===== src/hw/rtl/dats_pkg.sv =====
`default_nettype none
// ----------------------------------------------------------------------------
// Daily alarm table scheduler package
// Field widths, operation and status codes, the table entry layout and the
// command and status bundles between the controller and the datapath.
// ----------------------------------------------------------------------------
package dats_pkg;

    localparam int OP_W          = 3;
    localparam int IDX_FIELD_W   = 4;
    localparam int HOUR_W        = 5;
    localparam int MIN_W         = 6;
    localparam int DAY_W         = 3;
    localparam int STATUS_W      = 2;
    localparam int COUNT_FIELD_W = 5;
    localparam int TOTAL_W       = 11;
    localparam int DIST_W        = 13;
    localparam int BEST_W        = 14;

    localparam logic [OP_W-1:0] OP_TICK    = 3'd0;
    localparam logic [OP_W-1:0] OP_ADD     = 3'd1;
    localparam logic [OP_W-1:0] OP_DELETE  = 3'd2;
    localparam logic [OP_W-1:0] OP_ENABLE  = 3'd3;
    localparam logic [OP_W-1:0] OP_DISABLE = 3'd4;

    localparam logic [STATUS_W-1:0] ST_OK        = 2'd0;
    localparam logic [STATUS_W-1:0] ST_FULL      = 2'd1;
    localparam logic [STATUS_W-1:0] ST_BAD_INDEX = 2'd2;

    localparam logic [TOTAL_W-1:0] MINUTES_PER_HOUR = 11'd60;
    localparam logic [DIST_W-1:0]  MINUTES_PER_DAY  = 13'd1440;
    localparam logic [BEST_W-1:0]  NO_DISTANCE      = 14'd9999;
    localparam logic [DAY_W-1:0]   NEVER_DAY        = 3'd7;

    typedef struct packed {
        logic [HOUR_W-1:0] hour;
        logic [MIN_W-1:0]  minute;
        logic              enabled;
        logic [DAY_W-1:0]  last_day;
    } entry_t;

    typedef struct packed {
        logic load;
        logic add_entry;
        logic flag_full;
        logic flag_bad;
        logic rd_chosen;
        logic rd_index;
        logic ptr_from_index;
        logic rd_next;
        logic wr_shift;
        logic count_down;
        logic fire_check;
        logic wr_enable;
        logic scan_init;
        logic scan_issue;
        logic result_load;
    } dats_cmd_t;

    typedef struct packed {
        logic is_tick;
        logic is_add;
        logic is_remove;
        logic is_toggle;
        logic table_full;
        logic index_bad;
        logic tick_live;
        logic shift_more;
        logic scan_more;
        logic out_busy;
    } dats_stat_t;

endpackage
`default_nettype wire


===== src/hw/rtl/dats_if.sv =====
`default_nettype none
// ----------------------------------------------------------------------------
// Daily alarm table scheduler channels
// Request and response channels with a valid and ready handshake.
// ----------------------------------------------------------------------------
interface dats_req_if;
    import dats_pkg::*;

    logic                   valid;
    logic                   ready;
    logic [OP_W-1:0]        operation;
    logic [IDX_FIELD_W-1:0] event_index;
    logic [HOUR_W-1:0]      new_hour;
    logic [MIN_W-1:0]       new_minute;
    logic                   new_enabled;
    logic [HOUR_W-1:0]      now_hour;
    logic [MIN_W-1:0]       now_minute;
    logic [DAY_W-1:0]       now_weekday;

    modport source (
        output valid, operation, event_index, new_hour, new_minute, new_enabled,
               now_hour, now_minute, now_weekday,
        input  ready
    );
    modport sink (
        input  valid, operation, event_index, new_hour, new_minute, new_enabled,
               now_hour, now_minute, now_weekday,
        output ready
    );
endinterface

interface dats_rsp_if;
    import dats_pkg::*;

    logic                     valid;
    logic                     ready;
    logic [STATUS_W-1:0]      status;
    logic                     fired;
    logic [IDX_FIELD_W-1:0]   fired_index;
    logic                     next_valid;
    logic [IDX_FIELD_W-1:0]   next_index;
    logic [COUNT_FIELD_W-1:0] event_count;

    modport source (
        output valid, status, fired, fired_index, next_valid, next_index, event_count,
        input  ready
    );
    modport sink (
        input  valid, status, fired, fired_index, next_valid, next_index, event_count,
        output ready
    );
endinterface
`default_nettype wire


===== src/hw/rtl/dats_controller.sv =====
`default_nettype none
// ----------------------------------------------------------------------------
// Daily alarm table scheduler controller
// Sequences each operation: decode, table update, reselection scan and
// hand-over of the result to the output register.
// ----------------------------------------------------------------------------
module dats_controller (
    input  wire logic                 clk,
    input  wire logic                 rst_n,
    input  wire logic                 req_valid,
    output logic                      req_ready,
    input  wire dats_pkg::dats_stat_t stat,
    output dats_pkg::dats_cmd_t       cmd
);
    import dats_pkg::*;

    localparam logic [3:0] S_IDLE      = 4'd0;
    localparam logic [3:0] S_DECODE    = 4'd1;
    localparam logic [3:0] S_TICK_CHK  = 4'd2;
    localparam logic [3:0] S_EN_WR     = 4'd3;
    localparam logic [3:0] S_SHIFT_CHK = 4'd4;
    localparam logic [3:0] S_SHIFT_WR  = 4'd5;
    localparam logic [3:0] S_SCAN_INIT = 4'd6;
    localparam logic [3:0] S_SCAN      = 4'd7;
    localparam logic [3:0] S_SCAN_END  = 4'd8;
    localparam logic [3:0] S_DONE      = 4'd9;

    logic [3:0] state_reg;
    logic [3:0] state_next;

    assign req_ready = (state_reg == S_IDLE);

    always_comb
    begin
        state_next = state_reg;
        cmd        = '0;
        unique case (state_reg)
            S_IDLE:
            begin
                if (req_valid)
                begin
                    cmd.load   = 1'b1;
                    state_next = S_DECODE;
                end
            end
            S_DECODE:
            begin
                state_next = S_SCAN_INIT;
                if (stat.is_tick)
                begin
                    if (stat.tick_live)
                    begin
                        cmd.rd_chosen = 1'b1;
                        state_next    = S_TICK_CHK;
                    end
                end
                else if (stat.is_add)
                begin
                    if (stat.table_full)
                    begin
                        cmd.flag_full = 1'b1;
                    end
                    else
                    begin
                        cmd.add_entry = 1'b1;
                    end
                end
                else if (stat.is_remove || stat.is_toggle)
                begin
                    if (stat.index_bad)
                    begin
                        cmd.flag_bad = 1'b1;
                    end
                    else if (stat.is_remove)
                    begin
                        cmd.ptr_from_index = 1'b1;
                        state_next         = S_SHIFT_CHK;
                    end
                    else
                    begin
                        cmd.rd_index = 1'b1;
                        state_next   = S_EN_WR;
                    end
                end
            end
            S_TICK_CHK:
            begin
                cmd.fire_check = 1'b1;
                state_next     = S_SCAN_INIT;
            end
            S_EN_WR:
            begin
                cmd.wr_enable = 1'b1;
                state_next    = S_SCAN_INIT;
            end
            S_SHIFT_CHK:
            begin
                if (stat.shift_more)
                begin
                    cmd.rd_next = 1'b1;
                    state_next  = S_SHIFT_WR;
                end
                else
                begin
                    cmd.count_down = 1'b1;
                    state_next     = S_SCAN_INIT;
                end
            end
            S_SHIFT_WR:
            begin
                cmd.wr_shift = 1'b1;
                state_next   = S_SHIFT_CHK;
            end
            S_SCAN_INIT:
            begin
                cmd.scan_init = 1'b1;
                state_next    = S_SCAN;
            end
            S_SCAN:
            begin
                if (stat.scan_more)
                begin
                    cmd.scan_issue = 1'b1;
                end
                else
                begin
                    state_next = S_SCAN_END;
                end
            end
            S_SCAN_END:
            begin
                state_next = S_DONE;
            end
            S_DONE:
            begin
                if (!stat.out_busy)
                begin
                    cmd.result_load = 1'b1;
                    state_next      = S_IDLE;
                end
            end
            default:
            begin
                state_next = S_IDLE;
            end
        endcase
    end

    always_ff @(posedge clk or negedge rst_n)
    begin
        if (!rst_n)
        begin
            state_reg <= S_IDLE;
        end
        else
        begin
            state_reg <= state_next;
        end
    end

endmodule
`default_nettype wire


===== src/hw/rtl/dats_datapath.sv =====
`default_nettype none
// ----------------------------------------------------------------------------
// Daily alarm table scheduler datapath
// Alarm table memory, entry count, shift and scan pointer, distance compare
// for reselection, fire check and the output register.
// ----------------------------------------------------------------------------
module dats_datapath #(
    parameter int MAX_ALARMS
) (
    input  wire logic                                clk,
    input  wire logic                                rst_n,
    input  wire dats_pkg::dats_cmd_t                 cmd,
    output dats_pkg::dats_stat_t                     stat,
    input  wire logic [dats_pkg::OP_W-1:0]           operation,
    input  wire logic [dats_pkg::IDX_FIELD_W-1:0]    event_index,
    input  wire logic [dats_pkg::HOUR_W-1:0]         new_hour,
    input  wire logic [dats_pkg::MIN_W-1:0]          new_minute,
    input  wire logic                                new_enabled,
    input  wire logic [dats_pkg::HOUR_W-1:0]         now_hour,
    input  wire logic [dats_pkg::MIN_W-1:0]          now_minute,
    input  wire logic [dats_pkg::DAY_W-1:0]          now_weekday,
    dats_rsp_if.source                               rsp
);
    import dats_pkg::*;

    localparam int IDX_W = (MAX_ALARMS > 1) ? $clog2(MAX_ALARMS) : 1;
    localparam int CNT_W = $clog2(MAX_ALARMS + 1);
    localparam int CMP_W = (CNT_W > IDX_FIELD_W) ? CNT_W : IDX_FIELD_W;

    entry_t mem [MAX_ALARMS];

    logic [OP_W-1:0]        op_reg;
    logic [IDX_FIELD_W-1:0] idx_reg;
    entry_t                 new_entry_reg;
    logic [HOUR_W-1:0]      now_hour_reg;
    logic [MIN_W-1:0]       now_minute_reg;
    logic [DAY_W-1:0]       weekday_reg;
    logic [TOTAL_W-1:0]     now_total_reg;

    logic [CNT_W-1:0]       used_reg;
    logic                   chosen_valid_reg;
    logic [IDX_W-1:0]       chosen_entry_reg;
    logic [BEST_W-1:0]      best_reg;
    logic [CNT_W-1:0]       ptr_reg;
    logic                   eval_valid_reg;
    logic [IDX_W-1:0]       eval_idx_reg;
    entry_t                 rd_data_reg;
    logic [STATUS_W-1:0]    res_status_reg;
    logic                   fired_reg;
    logic [IDX_W-1:0]       fired_idx_reg;

    logic                     out_valid_reg;
    logic [STATUS_W-1:0]      out_status_reg;
    logic                     out_fired_reg;
    logic [IDX_FIELD_W-1:0]   out_fired_idx_reg;
    logic                     out_next_valid_reg;
    logic [IDX_FIELD_W-1:0]   out_next_idx_reg;
    logic [COUNT_FIELD_W-1:0] out_count_reg;

    logic             wr_en;
    logic [IDX_W-1:0] wr_addr;
    entry_t           wr_data;
    logic             rd_en;
    logic [IDX_W-1:0] rd_addr;
    logic [CNT_W:0]   ptr_wide_inc;
    logic             fire_hit;
    logic [TOTAL_W-1:0] entry_total;
    logic [DIST_W-1:0]  wrap_add;
    logic [DIST_W-1:0]  fwd_dist;
    logic               cand;

    // Status towards the controller.
    assign ptr_wide_inc = {1'b0, ptr_reg} + (CNT_W + 1)'(1);

    always_comb
    begin
        stat            = '0;
        stat.is_tick    = (op_reg == OP_TICK);
        stat.is_add     = (op_reg == OP_ADD);
        stat.is_remove  = (op_reg == OP_DELETE);
        stat.is_toggle  = (op_reg == OP_ENABLE) || (op_reg == OP_DISABLE);
        stat.table_full = (used_reg == CNT_W'(MAX_ALARMS));
        stat.index_bad  = (CMP_W'(idx_reg) >= CMP_W'(used_reg));
        stat.tick_live  = chosen_valid_reg && (CNT_W'(chosen_entry_reg) < used_reg);
        stat.shift_more = (ptr_wide_inc < {1'b0, used_reg});
        stat.scan_more  = (ptr_reg < used_reg);
        stat.out_busy   = out_valid_reg && !rsp.ready;
    end

    // The fire test and the distance both look at the entry just read.
    assign fire_hit = (rd_data_reg.hour == now_hour_reg)
                   && (rd_data_reg.minute == now_minute_reg)
                   && (rd_data_reg.last_day != weekday_reg)
                   && rd_data_reg.enabled;

    always_comb
    begin
        entry_total = {{(TOTAL_W - HOUR_W){1'b0}}, rd_data_reg.hour} * MINUTES_PER_HOUR
                    + {{(TOTAL_W - MIN_W){1'b0}}, rd_data_reg.minute};
        wrap_add    = (entry_total > now_total_reg) ? '0 : MINUTES_PER_DAY;
        fwd_dist    = {2'b00, entry_total} + wrap_add - {2'b00, now_total_reg};
        cand        = eval_valid_reg && rd_data_reg.enabled && !fwd_dist[DIST_W-1]
                   && (fwd_dist != '0) && ({1'b0, fwd_dist} < best_reg);
    end

    // Table port selection.
    always_comb
    begin
        wr_en   = 1'b0;
        wr_addr = '0;
        wr_data = rd_data_reg;
        if (cmd.add_entry)
        begin
            wr_en   = 1'b1;
            wr_addr = IDX_W'(used_reg);
            wr_data = new_entry_reg;
        end
        else if (cmd.wr_shift)
        begin
            wr_en   = 1'b1;
            wr_addr = IDX_W'(ptr_reg);
        end
        else if (cmd.wr_enable)
        begin
            wr_en           = 1'b1;
            wr_addr         = IDX_W'(idx_reg);
            wr_data.enabled = (op_reg == OP_ENABLE);
        end
        else if (cmd.fire_check && fire_hit)
        begin
            wr_en            = 1'b1;
            wr_addr          = chosen_entry_reg;
            wr_data.last_day = weekday_reg;
        end
    end

    always_comb
    begin
        rd_en   = 1'b1;
        rd_addr = '0;
        if (cmd.rd_chosen)
        begin
            rd_addr = chosen_entry_reg;
        end
        else if (cmd.rd_index)
        begin
            rd_addr = IDX_W'(idx_reg);
        end
        else if (cmd.rd_next)
        begin
            rd_addr = IDX_W'(ptr_wide_inc);
        end
        else if (cmd.scan_issue)
        begin
            rd_addr = IDX_W'(ptr_reg);
        end
        else
        begin
            rd_en = 1'b0;
        end
    end

    always_ff @(posedge clk)
    begin
        if (wr_en)
        begin
            mem[wr_addr] <= wr_data;
        end
        if (rd_en)
        begin
            rd_data_reg <= mem[rd_addr];
        end
    end

    // Request fields and working registers.
    always_ff @(posedge clk)
    begin
        if (cmd.load)
        begin
            op_reg                 <= operation;
            idx_reg                <= event_index;
            new_entry_reg.hour     <= new_hour;
            new_entry_reg.minute   <= new_minute;
            new_entry_reg.enabled  <= new_enabled;
            new_entry_reg.last_day <= NEVER_DAY;
            now_hour_reg           <= now_hour;
            now_minute_reg         <= now_minute;
            weekday_reg            <= now_weekday;
            now_total_reg          <= {{(TOTAL_W - HOUR_W){1'b0}}, now_hour} * MINUTES_PER_HOUR
                                    + {{(TOTAL_W - MIN_W){1'b0}}, now_minute};
            res_status_reg         <= ST_OK;
            fired_reg              <= 1'b0;
            fired_idx_reg          <= '0;
        end
        if (cmd.flag_full)
        begin
            res_status_reg <= ST_FULL;
        end
        if (cmd.flag_bad)
        begin
            res_status_reg <= ST_BAD_INDEX;
        end
        if (cmd.fire_check && fire_hit)
        begin
            fired_reg     <= 1'b1;
            fired_idx_reg <= chosen_entry_reg;
        end
        if (cmd.ptr_from_index)
        begin
            ptr_reg <= CNT_W'(idx_reg);
        end
        else if (cmd.scan_init)
        begin
            ptr_reg <= '0;
        end
        else if (cmd.wr_shift || cmd.scan_issue)
        begin
            ptr_reg <= ptr_wide_inc[CNT_W-1:0];
        end
        if (cmd.scan_issue)
        begin
            eval_idx_reg <= IDX_W'(ptr_reg);
        end
        if (cmd.scan_init)
        begin
            best_reg <= NO_DISTANCE;
        end
        else if (cand)
        begin
            best_reg <= {1'b0, fwd_dist};
        end
    end

    always_ff @(posedge clk or negedge rst_n)
    begin
        if (!rst_n)
        begin
            used_reg         <= '0;
            chosen_valid_reg <= 1'b0;
            chosen_entry_reg <= '0;
            eval_valid_reg   <= 1'b0;
        end
        else
        begin
            if (cmd.add_entry)
            begin
                used_reg <= used_reg + CNT_W'(1);
            end
            else if (cmd.count_down)
            begin
                used_reg <= used_reg - CNT_W'(1);
            end
            eval_valid_reg <= cmd.scan_issue;
            if (cmd.scan_init)
            begin
                chosen_valid_reg <= 1'b0;
                chosen_entry_reg <= '0;
            end
            else if (cand)
            begin
                chosen_valid_reg <= 1'b1;
                chosen_entry_reg <= eval_idx_reg;
            end
        end
    end

    // Output register.
    always_ff @(posedge clk or negedge rst_n)
    begin
        if (!rst_n)
        begin
            out_valid_reg <= 1'b0;
        end
        else if (cmd.result_load)
        begin
            out_valid_reg <= 1'b1;
        end
        else if (rsp.ready)
        begin
            out_valid_reg <= 1'b0;
        end
    end

    always_ff @(posedge clk)
    begin
        if (cmd.result_load)
        begin
            out_status_reg     <= res_status_reg;
            out_fired_reg      <= fired_reg;
            out_fired_idx_reg  <= fired_reg ? IDX_FIELD_W'(fired_idx_reg) : '0;
            out_next_valid_reg <= chosen_valid_reg;
            out_next_idx_reg   <= chosen_valid_reg ? IDX_FIELD_W'(chosen_entry_reg) : '0;
            out_count_reg      <= COUNT_FIELD_W'(used_reg);
        end
    end

    assign rsp.valid       = out_valid_reg;
    assign rsp.status      = out_status_reg;
    assign rsp.fired       = out_fired_reg;
    assign rsp.fired_index = out_fired_idx_reg;
    assign rsp.next_valid  = out_next_valid_reg;
    assign rsp.next_index  = out_next_idx_reg;
    assign rsp.event_count = out_count_reg;

endmodule
`default_nettype wire


===== src/hw/rtl/daily_alarm_table_scheduler.sv =====
`default_nettype none
// ----------------------------------------------------------------------------
// Daily alarm table scheduler
// Table of daily alarms with add, delete, enable, disable and minute tick,
// choosing the nearest enabled alarm after every operation.
// ----------------------------------------------------------------------------
//  Channel  Role  Carries
//  req      sink  operation, event_index, new alarm fields, current time
//  rsp      src   status, fired, fired_index, next_valid, next_index, count
//
// A result is ready after the reselection scan, which reads one entry a
// cycle; a live tick, an enable or a disable first reads and may write one
// entry, and a delete first moves each entry above the deleted one down.
// After reset the table is empty; there is no clearing pass.
// A request is taken while a result waits in the output register, and the
// next result is held until that one has been transferred.
module daily_alarm_table_scheduler #(
    parameter int MAX_ALARMS = 16
) (
    input  wire logic  clk,
    input  wire logic  rst_n,
    dats_req_if.sink   req,
    dats_rsp_if.source rsp
);
    import dats_pkg::*;

    dats_cmd_t  cmd;
    dats_stat_t stat;

    dats_controller u_ctrl (
        .clk       (clk),
        .rst_n     (rst_n),
        .req_valid (req.valid),
        .req_ready (req.ready),
        .stat      (stat),
        .cmd       (cmd)
    );

    dats_datapath #(
        .MAX_ALARMS (MAX_ALARMS)
    ) u_dp (
        .clk         (clk),
        .rst_n       (rst_n),
        .cmd         (cmd),
        .stat        (stat),
        .operation   (req.operation),
        .event_index (req.event_index),
        .new_hour    (req.new_hour),
        .new_minute  (req.new_minute),
        .new_enabled (req.new_enabled),
        .now_hour    (req.now_hour),
        .now_minute  (req.now_minute),
        .now_weekday (req.now_weekday),
        .rsp         (rsp)
    );

endmodule
`default_nettype wire


===== src/flat_wrapper.sv =====
// flat-port wrapper written by rule: the top's interface ports become plain ports
module daily_alarm_table_scheduler_flat import dats_pkg::*;
#(
    parameter int MAX_ALARMS = 16
)
  (clk, rst_n, req_valid, req_operation, req_event_index, req_new_hour, req_new_minute, req_new_enabled, req_now_hour, req_now_minute, req_now_weekday, req_ready, rsp_valid, rsp_status, rsp_fired, rsp_fired_index, rsp_next_valid, rsp_next_index, rsp_event_count, rsp_ready);
  dats_req_if req_i ();
  dats_rsp_if rsp_i ();
  input  wire logic clk;
  input  wire logic rst_n;
  input wire logic [$bits(req_i.valid)-1:0] req_valid;
  input wire logic [$bits(req_i.operation)-1:0] req_operation;
  input wire logic [$bits(req_i.event_index)-1:0] req_event_index;
  input wire logic [$bits(req_i.new_hour)-1:0] req_new_hour;
  input wire logic [$bits(req_i.new_minute)-1:0] req_new_minute;
  input wire logic [$bits(req_i.new_enabled)-1:0] req_new_enabled;
  input wire logic [$bits(req_i.now_hour)-1:0] req_now_hour;
  input wire logic [$bits(req_i.now_minute)-1:0] req_now_minute;
  input wire logic [$bits(req_i.now_weekday)-1:0] req_now_weekday;
  output wire logic [$bits(req_i.ready)-1:0] req_ready;
  output wire logic [$bits(rsp_i.valid)-1:0] rsp_valid;
  output wire logic [$bits(rsp_i.status)-1:0] rsp_status;
  output wire logic [$bits(rsp_i.fired)-1:0] rsp_fired;
  output wire logic [$bits(rsp_i.fired_index)-1:0] rsp_fired_index;
  output wire logic [$bits(rsp_i.next_valid)-1:0] rsp_next_valid;
  output wire logic [$bits(rsp_i.next_index)-1:0] rsp_next_index;
  output wire logic [$bits(rsp_i.event_count)-1:0] rsp_event_count;
  input wire logic [$bits(rsp_i.ready)-1:0] rsp_ready;
  assign req_i.valid = req_valid;
  assign req_i.operation = req_operation;
  assign req_i.event_index = req_event_index;
  assign req_i.new_hour = req_new_hour;
  assign req_i.new_minute = req_new_minute;
  assign req_i.new_enabled = req_new_enabled;
  assign req_i.now_hour = req_now_hour;
  assign req_i.now_minute = req_now_minute;
  assign req_i.now_weekday = req_now_weekday;
  assign req_ready = req_i.ready;
  assign rsp_valid = rsp_i.valid;
  assign rsp_status = rsp_i.status;
  assign rsp_fired = rsp_i.fired;
  assign rsp_fired_index = rsp_i.fired_index;
  assign rsp_next_valid = rsp_i.next_valid;
  assign rsp_next_index = rsp_i.next_index;
  assign rsp_event_count = rsp_i.event_count;
  assign rsp_i.ready = rsp_ready;
  daily_alarm_table_scheduler #(.MAX_ALARMS(MAX_ALARMS)) u_core (.clk(clk), .rst_n(rst_n), .req(req_i), .rsp(rsp_i));
endmodule

===== config.mk =====
export PLATFORM = sky130hd
export DESIGN_NAME = daily_alarm_table_scheduler_flat
export DESIGN_NICKNAME = d
export VERILOG_FILES = /design/src/hw/rtl/dats_pkg.sv /design/src/hw/rtl/dats_if.sv /design/src/hw/rtl/dats_controller.sv /design/src/hw/rtl/dats_datapath.sv /design/src/hw/rtl/daily_alarm_table_scheduler.sv /design/src/flat_wrapper.sv
export SDC_FILE = /design/constraint.sdc
export NUM_CORES = 1
export LEC_CHECK = 0
export BUFFER_PORTS_ARGS = -buffer_cell sky130_fd_sc_hd__buf_4
export CAP_MARGIN = 20
export CORE_UTILIZATION = 30
export DETAILED_ROUTE_END_ITERATION = 7
export PLACE_DENSITY = 0.52
export SYNTH_ARGS = -nofsm -noshare
export SYNTH_HDL_FRONTEND = slang
export SYNTH_SLANG_ARGS = --single-unit

===== constraint.sdc =====
create_clock -name clk -period 9.2 [get_ports clk]
set_input_delay 0 -clock clk [delete_from_list [all_inputs] [get_ports clk]]
set_output_delay 0 -clock clk [all_outputs]
set_load 0.005 [all_outputs]

# Word level (Yosys, flattened, before mapping)
# Memory sizes are Yosys's and may differ from the RTL's. A register that Yosys moved wholly into a read port is not among the register bits.
# Index checks and enable logic that the tools add are counted.
[totals] register_bits=107 out_inout_bits=19 ram_bits=240 n_memories=1
[memory_table] memory="u_core.u_dp.mem" depth=16 word_bits=15 rd=1 rd_ports_with_merged_regs=1 write_ports=1 line="dats_datapath.sv:30" source="entry_t mem [MAX_ALARMS];"
[classes] mul=2 eq_ne=20 n_lt_le_gt_ge=6 n_reduce_logical=27 muxes=81 add_sub_neg=7
[op_table] cell="$mux W4" n=24
[op_table] cell="$mux W1" n=38
[op_table] cell="$pmux W4 S9" n=1
[op_table] cell="$add A11 B6 Y11" n=2
[op_table] cell="$mux W11" n=2
[op_table] cell="$mul A5 B4 Y9 const B" n=2
[op_table] cell="$eq A4 B3 Y1 const B" n=4
[op_table] cell="$mux W2" n=8
[op_table] cell="$mux W3" n=5
[op_table] cell="$lt A13 B14 Y1" n=1
[op_table] cell="$reduce_bool A13 Y1" n=1
[op_table] cell="$sub A12 B11 Y13" n=1
[op_table] cell="$add A11 B11 Y12" n=1
[op_table] cell="$gt A11 B11 Y1" n=1
[op_table] cell="$logic_and A1 B1 Y1" n=10
[op_table] cell="$mux W5" n=2
[op_table] cell="$reduce_bool A2 Y1" n=5
[op_table] cell="$eq A4 B2 Y1 const B" n=2
[op_table] cell="$eq A4 B4 Y1 const B" n=2
[op_table] cell="$add A5 B1 Y6 const B" n=1
[op_table] cell="$eq A3 B2 Y1 const B" n=2
[op_table] cell="$eq A6 B6 Y1" n=1
[op_table] cell="$lt A6 B5 Y1" n=1
[op_table] cell="$mux W6" n=1
[op_table] cell="other kinds (19)" n=25

# Logic depth before layout (Yosys ltp)
# Gate-level depths: netlist of the first run.
[logic_depth] ltp_word=12 ltp_mapped=34

# Hierarchy
# Synthesis of the first run repeated with hierarchy kept, for this count alone.
[unflattened] hier_cells=1145 hier_area_um2=17060.1
[by_module_without_submodules] module="dats_datapath" n_inst=1 seq_area_each_um2=10450.0 cells_each=1082 area_each_um2=16615.9
[by_module_without_submodules] module="dats_controller" n_inst=1 seq_area_each_um2=100.1 cells_each=63 area_each_um2=444.2

# Least setup slack after synthesis of the first run
# Ideal clock, no wire load.
[synth_path] path_kind="reg-to-reg" from="reg u_core.u_dp.rd_data_reg[10] (netlist name)" to="reg u_core.u_dp.chosen_entry_reg[0]" setup_ns=0.078 arrival_ns=7.338 path_stages_with_launch=34 required_ns=9.122 slack_ns=1.784 path_buffers=1 period_less_slack_ns=7.416 cell_sequence="edfxtp_1 fa_1 inv_1 fa_1 fa_1 inv_1 ha_1 o21ai_0 a21oi_1 nor2_1 ha_1 o21a_1 o21a_1 o21ai_0 a21oi_1 o21ba_2 fa_1 inv_1 ha_1 o21ai_0 nand2b_1 o311a_1 o2111a_1 a311oi_1 ha_1 nand2_1 or3_1 o211ai_1 a31oi_1 maj3_1 o21ai_0 clkbuf_1 o21ai_0 a21oi_1"
[synth_via] elab_cells_between_ends=13 cone_classes="3 x add/sub; 1 x mul; 2 x order compare; 1 x mux; 6 x reduce/logical"
[synth_lines] element="$mul A5 B4 Y9 *" line="dats_datapath.sv:98" source="entry_total = {{(TOTAL_W - HOUR_W){1'b0}}, rd_data_reg.hour} * MINUTES_PER_HOUR"
[synth_lines] element="$add A11 B6 Y11 *" line="dats_datapath.sv:99" source="+ {{(TOTAL_W - MIN_W){1'b0}}, rd_data_reg.minute};"
[synth_lines] element="$gt A11 B11 Y1" line="dats_datapath.sv:100" source="wrap_add = (entry_total > now_total_reg) ? '0 : MINUTES_PER_DAY;"
[synth_lines] element="$mux W11" line="dats_datapath.sv:100"
[synth_lines] element="$add A11 B11 Y12 *" line="dats_datapath.sv:101" source="fwd_dist = {2'b00, entry_total} + wrap_add - {2'b00, now_total_reg};"
[synth_lines] element="$sub A12 B11 Y13 *" line="dats_datapath.sv:101"
[synth_lines] element="net u_core.u_dp.fwd_dist[10]" line="dats_datapath.sv:69" source="logic [DIST_W-1:0] fwd_dist;"
[synth_lines] element="parallel branches: the longest is 2 deep, another holds $lt A13 B14 Y1"
[synth_lines] element="$logic_and A1 B1 Y1 *" line="dats_datapath.sv:103" source="&& (fwd_dist != '0) && ({1'b0, fwd_dist} < best_reg);"
[synth_lines] element="$reduce_bool A2 Y1 (no source line) *"
[synth_lines] element="end signal, assigned" line="dats_datapath.sv:262" source="chosen_entry_reg <= eval_idx_reg;"
[synth_lines] element="end, declared" line="dats_datapath.sv:42" source="logic [IDX_W-1:0] chosen_entry_reg;"
# Mark *: on every way through the listed nets, which the timed path passes.
# A chain may end at the register's enable or synchronous reset.

# Worst setup path after layout of the first run
[layout_path] from="reg u_core.u_dp.rd_data_reg[10] (netlist name)" to="reg u_core.u_dp.best_reg[0]"
[layout_via] elab_cells_between_ends=12 cone_classes="3 x add/sub; 1 x mul; 2 x order compare; 1 x mux; 5 x reduce/logical"
[layout_lines] element="$mul A5 B4 Y9 *" line="dats_datapath.sv:98"
[layout_lines] element="$add A11 B6 Y11 *" line="dats_datapath.sv:99"
[layout_lines] element="$gt A11 B11 Y1" line="dats_datapath.sv:100"
[layout_lines] element="$mux W11" line="dats_datapath.sv:100"
[layout_lines] element="$add A11 B11 Y12 *" line="dats_datapath.sv:101"
[layout_lines] element="$sub A12 B11 Y13 *" line="dats_datapath.sv:101"
[layout_lines] element="net u_core.u_dp.fwd_dist[10]" line="dats_datapath.sv:69"
[layout_lines] element="parallel branches: the longest is 2 deep, another holds $lt A13 B14 Y1"
[layout_lines] element="$logic_and A1 B1 Y1 *" line="dats_datapath.sv:103"
[layout_lines] element="end signal, assigned" line="dats_datapath.sv:230" source="best_reg <= {1'b0, fwd_dist};"
[layout_lines] element="end, declared" line="dats_datapath.sv:43" source="logic [BEST_W-1:0] best_reg;"
# Marked as above.

==> reports/results.txt, run 1 <==
Status: finished clean
Most common cell after layout, fill and taps aside: edfxtp_1
Initial drt markers: 494
Htree depth: 2
Total track usage: 13.74%
Pre-CTS setup slack: 1.020 ns
Hold buffers post-CTS: 37
Final Slew Violations: 0
WP data required: 9.59 ns
Number of I/O pins: 56
Critical Path Slowest Stage Cell: fa_1
Post-synth EDFFs: 326
Reg2Reg Depth: 32
Sink Count: 360
Die ar.: 59730 um2
Root buf cell: clkbuf_16
Drt drc: 0
Max clock buf depth: 3
CP Capture Type: flip-flop
Post-Syn Area: 17630 um2
CTS tree: yes
Port bufs: 55
Share of layout cells above drive strength 1: 12.54%
WP buf/inv: 3
Crit-path max cell delay: 0.59 ns
Vias per inst: 4.764
Top cell type's share of synthesized area: 55.54%
Vias in the first global route: 10690
RePlAce Congestion: 0.8146
Synth Register Bits: 360
Min Tclk post-route: 8.193 ns
Nets@finish: 1562
Top fanout value on the critical path: 16
Final Skew: 0.01814 ns
Final setup fails: 0
Die Ht: 244.4 um
Synthesized area per cell: 13.55 um2
Detailed Place HPWL: 26.81 mm
Worst r2r src: u_core.u_dp.rd_data_reg[10]
Die Width: 244.4 um
Reg-to-reg critical path endpoint: u_core.u_dp.best_reg[0]
Core box area: 57920 um2
GR Overflow Total: 0
Hold path startpoint: req_now_minute[1]
Syn. warnings: 0
Worst setup SP type: flip-flop
Final WS setup: 1.007 ns
Non-Filler Instances: 2208
Slew @ Worst Pin: 1.022 ns
Hold EP: u_core.u_dp.now_minute_reg[1]
Final Cycle Share: 89.06%
Max-cap viol count: 0
Post-synthesis sequential area ratio: 59.85%
R2R Setup Slk: 1.01 ns
Fmax: 122.1 MHz
ANT nets after route: 0
Clock transition at path regs: 0.06 ns
Via count: 10520
Syn_nets: 1447
Cell Rows: 88
Worst path top cell family by delay: adder cells
Inserted Diodes: 0
Hold/Removal Path Class: primary input to flip-flop
FFs w/ async S/R, synth: 4.444%
Most used flip-flop cell after synthesis: edfxtp_1
Routed WL per cell: 18.59 um
Yosys cell types: 69
CTS resizes: 0
CTS buffer count: 39
Top cells by area, synth: edfxtp_1 (56%), mux2i_1 (7.1%), ha_1 (6.0%)
Largest net degree at the start of global routing: 75
Clock latency on the worst-skew pair: 0.53 ns
Final hold viol count: 0
First-pass GRT wire length: 62.82 mm
CP startpoint: u_core.u_dp.rd_data_reg[10]
Final WL: 41.06 mm
Hold Path Depth: 2
DP Cell Count: 2102
Starting Density: 30.44%
Most frequent cells in the layout: edfxtp_1 (326), mux2i_1 (125), inv_1 (98)
Arr. time, crit path: 8.58 ns
DRT Pass-1 Iters: 4
Cells after Synth: 1301
Post-CTS Setup Bufs: 0
Largest register FFs: 240
Setup TNS: 0 ns
Syn-to-layout area delta: 16.68%
Slew margin rel.: 31.85%
Crit Path Category: flip-flop to flip-flop
RSZ-0062 raised after global routing: no
Post-synth top area cell: edfxtp_1
Initial antenna violation count: 1
how the worst max path moves through the flow:
stage | endpoint | cells after the start
after global placement | u_core.u_dp.best_reg[0] | 32
after floorplan | u_core.u_dp.chosen_entry_reg[0] | 33
after detailed placement | u_core.u_dp.best_reg[11] | 33
after global routing | u_core.u_dp.best_reg[11] | 34
final | u_core.u_dp.best_reg[0] | 32
after CTS | u_core.u_dp.best_reg[11] | 33
through the flow:
stage,hold slack (ns),utilization (%),area [um2]
floorplan,-0.2956,-,17630
global placement,-0.1150,32.74,18960
detailed placement,-0.1151,32.75,18970
CTS,0.1546,35.50,20560
global route,0.1818,35.51,20570
finish,0.1866,35.51,20570
synthesized netlist by cell type (all sizes together) (4+ instances only):
cell type	instances
o21bai	6
xnor2	32
a2111oi	4
o21ai	65
edfxtp	326
a31oi	6
o211ai	6
o21a	9
mux2	42
nand2b	10
a22oi	7
xor2	15
dfxtp	18
ha	85
fa	24
dfrtp	16
a211oi	6
clkbuf	22
nor3	11
nor4	10
nor2b	12
a221o	16
nor2	44
a21o	16
buf	23
nand4	8
and2	11
mux2i	125
a22o	16
inv	99
o31ai	5
or2	4
or3	5
nand2	79
a21oi	53
nand3	26
final cells by class:
class                   count  area, um2
clock buffers              53       1102
fillers                  5641      37350
clock inverters            15      117.6
well taps                 765      957.2
flip-flops and latches    360      10550
inverters                  99      371.6
repair buffers            119      985.9
multi-input cells         797       6482
metal layers:
| layer | vias to the layer above | track usage [%] | part of all wire (%) |
|---|---|---|---|
| li1 | 5075 | - | - |
| met1 | 5239 | 16.87 | 43 |
| met2 | 135 | 24.97 | 52 |
| met3 | 67 | 1.712 | 2.9 |
| met4 | 2 | 4.099 | 2.4 |
| met5 | - | 0 | 0.017 |
kinds of logic (layout without fill, tap and decap cells):
group,Yosys count,after routing,synth area share (%)
flops,360,360,59.85
simple gates,240,240,6.807
compound gates,233,233,8.816
mux,167,167,9.781
buf+inv,144,286,3.592
fa+ha+maj,110,110,8.816
xor+xnor,47,47,2.335
Power of run 1 is left out: the tool's default activity adds up to more than one toggle a clock period on the data nets, which glitch-free logic cannot reach.
==> run 2: changes to the inputs <==
Settings changed: ABC_AREA set to 1, SYNTH_HIERARCHICAL set to 1.
==> run 2 against run 1 <==
Worst setup slack improved by 0.70 ns. Core utilization is 0.32 points higher. First-iteration DRC count grew 69%. Die area rose by 0.56%. Largest cell class unchanged.
==> reports/results.txt, run 2 <==
Status: finished clean
Uppermost layer routed: met4
Hold path startpoint: req_new_hour[4]
Critical Path Slowest Stage Cell: fa_1
Met3 Routed Length: 2.209 mm
Syn_nets: 1758
Syn-to-layout area delta: 17.29%
First-pass GRT wire length: 69.63 mm
Most frequent cells after synthesis: edfxtp_1 (326), nand2_1 (213), nor2_1 (197)
Post-synthesis sequential area ratio: 59.52%
Final Slew Violations: 0
Clock latency on the worst-skew pair: 0.57 ns
Final setup fails: 0
Setup TNS: 0 ns
Syn. warnings: 6
Final Cycle Share: 81.48%
Initial antenna violation count: 0
Crit-path max cell delay: 0.60 ns
Synthesized area per cell: 10.98 um2
Initial drt markers: 836
Routed wl met2: 21.76 mm
CTS tree: yes
Pre-CTS setup slack: 1.712 ns
Post-synthesis xor/xnor area fraction: 1.680%
Via count: 12190
Slew @ Worst Pin: 1.044 ns
Die ar.: 60060 um2
Largest family of logic cells by synthesized area: simple AND/OR/NAND/NOR gates
Post-synthesis adder-cell area fraction: 8.569%
Die Width: 245.1 um
Most common cell after layout, fill and taps aside: edfxtp_1
R2R Setup Slk: 1.70 ns
Number of I/O pins: 56
Cells after Synth: 1614
Final WL: 45.32 mm
Largest register FFs: 240
Synth Register Bits: 360
Starting Density: 30.55%
Sink Count: 360
Post-synth top area cell: edfxtp_1
GR Overflow Total: 0
Synth Area in Compound Gates: 10.84%
Most used flip-flop cell after synthesis: edfxtp_1
Routed WL per cell: 17.96 um
Post-synthesis mux area share: 0%
Max-cap viol count: 0
CTS buffer count: 40
DRT Pass-1 Iters: 5
Detailed Place HPWL: 28.97 mm
Hold buffers post-CTS: 38
Slew margin rel.: 30.40%
Final hold viol count: 0
Worst r2r src: u_core/u_dp/rd_data_reg[10]
Largest net degree at the start of global routing: 95
Top cells by area, synth: edfxtp_1 (55%), ha_1 (5.9%), nand2_1 (4.5%)
Final WS setup: 1.704 ns
Total track usage: 15.08%
Htree depth: 2
Min Tclk post-route: 7.496 ns
Vias per inst: 4.829
Yosys cell types: 58
Hold EP: u_core/u_dp/new_entry_reg[14]
RSZ-0062 raised after global routing: no
Met1 wire length: 20.50 mm
Final Skew: 0.02488 ns
ANT nets after route: 0
Die Ht: 245.1 um
CP Capture Type: flip-flop
Top cell by count, worst path: nand2_1
FFs w/ async S/R, synth: 4.444%
Hold Path Depth: 2
Worst setup SP type: flip-flop
Simple logic cell fraction of the synthesized area: 13.71%
Core box area: 58030 um2
Inserted Diodes: 0
Port bufs: 55
Cell Rows: 88
Top cell type's share of synthesized area: 55.23%
Fmax: 133.4 MHz
RePlAce Congestion: 0.8328
CTS resizes: 0
Post-Syn Area: 17730 um2
Arr. time, crit path: 7.90 ns
Reg2Reg Depth: 39
Reg-to-reg critical path endpoint: u_core/u_dp/best_reg[2]
Max clock buf depth: 3
Drt drc: 0
Root buf cell: clkbuf_16
Crit Path Category: flip-flop to flip-flop
Most common cell in the netlist: edfxtp_1
Top fanout value on the critical path: 18
Post-CTS Setup Bufs: 0
Most frequent cells in the layout: edfxtp_1 (326), nand2_1 (212), nor2_1 (197)
Post-synth EDFFs: 326
Vias in the first global route: 11940
Share of layout cells above drive strength 1: 11.65%
Nets@finish: 1871
WP data required: 9.61 ns
Clock transition at path regs: 0.06 ns
Hold/Removal Path Class: primary input to flip-flop
[run 2: cell count changes after synthesis, sizes merged, moves of 40 or more]
cell   before  now
inv        99  187
mux2       42    0
mux2i     125    0
nand2      79  225
nand3      26   66
nor2       44  206
o21ai      65  149
[run 2: worst max-delay path, delay by kind of cell (launching register included)]
family | cells | cell delay (ns)
flops | 1 | 0.50
simple gates | 19 | 2.11
xor+xnor | 1 | 0.17
buf+inv | 4 | 0.22
compound gates | 7 | 1.10
fa+ha+maj | 8 | 3.26
[run 2: layout make-up]
| cell class | count | area, um2 |
|---|---|---|
| fillers | 5682 | 37230 |
| flip-flops and latches | 360 | 10550 |
| multi-input cells | 1007 | 6187 |
| repair buffers | 130 | 1079 |
| clock buffers | 57 | 1075 |
| well taps | 765 | 957.2 |
| inverters | 188 | 705.7 |
| clock inverters | 17 | 237.7 |
[run 2: worst max-delay path by stage]
stage | endpoint | slack [ns] | cells past startpoint | from
floorplan | u_core/u_dp/chosen_valid_reg | 2.39 | 39 | u_core/u_dp/rd_data_reg[10]
global placement | u_core/u_dp/best_reg[6] | 1.91 | 39 | u_core/u_dp/rd_data_reg[10]
detailed placement | u_core/u_dp/best_reg[2] | 1.71 | 39 | u_core/u_dp/rd_data_reg[10]
CTS | u_core/u_dp/best_reg[2] | 1.69 | 39 | u_core/u_dp/rd_data_reg[10]
global route | u_core/u_dp/best_reg[9] | 1.03 | 39 | u_core/u_dp/rd_data_reg[10]
finish | u_core/u_dp/best_reg[2] | 1.70 | 39 | u_core/u_dp/rd_data_reg[10]
[run 2: stage by stage]
step	hold slack [ns]	utilization (%)	cells	area, um2
global placement	-0.1087	32.87	2410	19080
floorplan	-0.2956	-	1614	17730
finish	0.1534	35.83	2524	20790
global route	0.1360	35.83	2524	20790
CTS	0.1250	35.81	2523	20780
detailed placement	-0.1081	32.89	2411	19090
[run 2: metal layers]
metal  up-vias  track usage, %
li1       5902               -
met1      5944           20.17
met2       283           25.43
met3        59           2.220
met4         0           3.860
met5         -               0
[run 2: logic make-up (layout without fill, tap and decap cells)]
logic type / Yosys count / in the layout
fa+ha+maj: 107 / 107
buf+inv: 247 / 392
simple gates: 552 / 552
flops: 360 / 360
compound gates: 314 / 314
xor+xnor: 34 / 34
Power of run 2 is left out for the same reason.
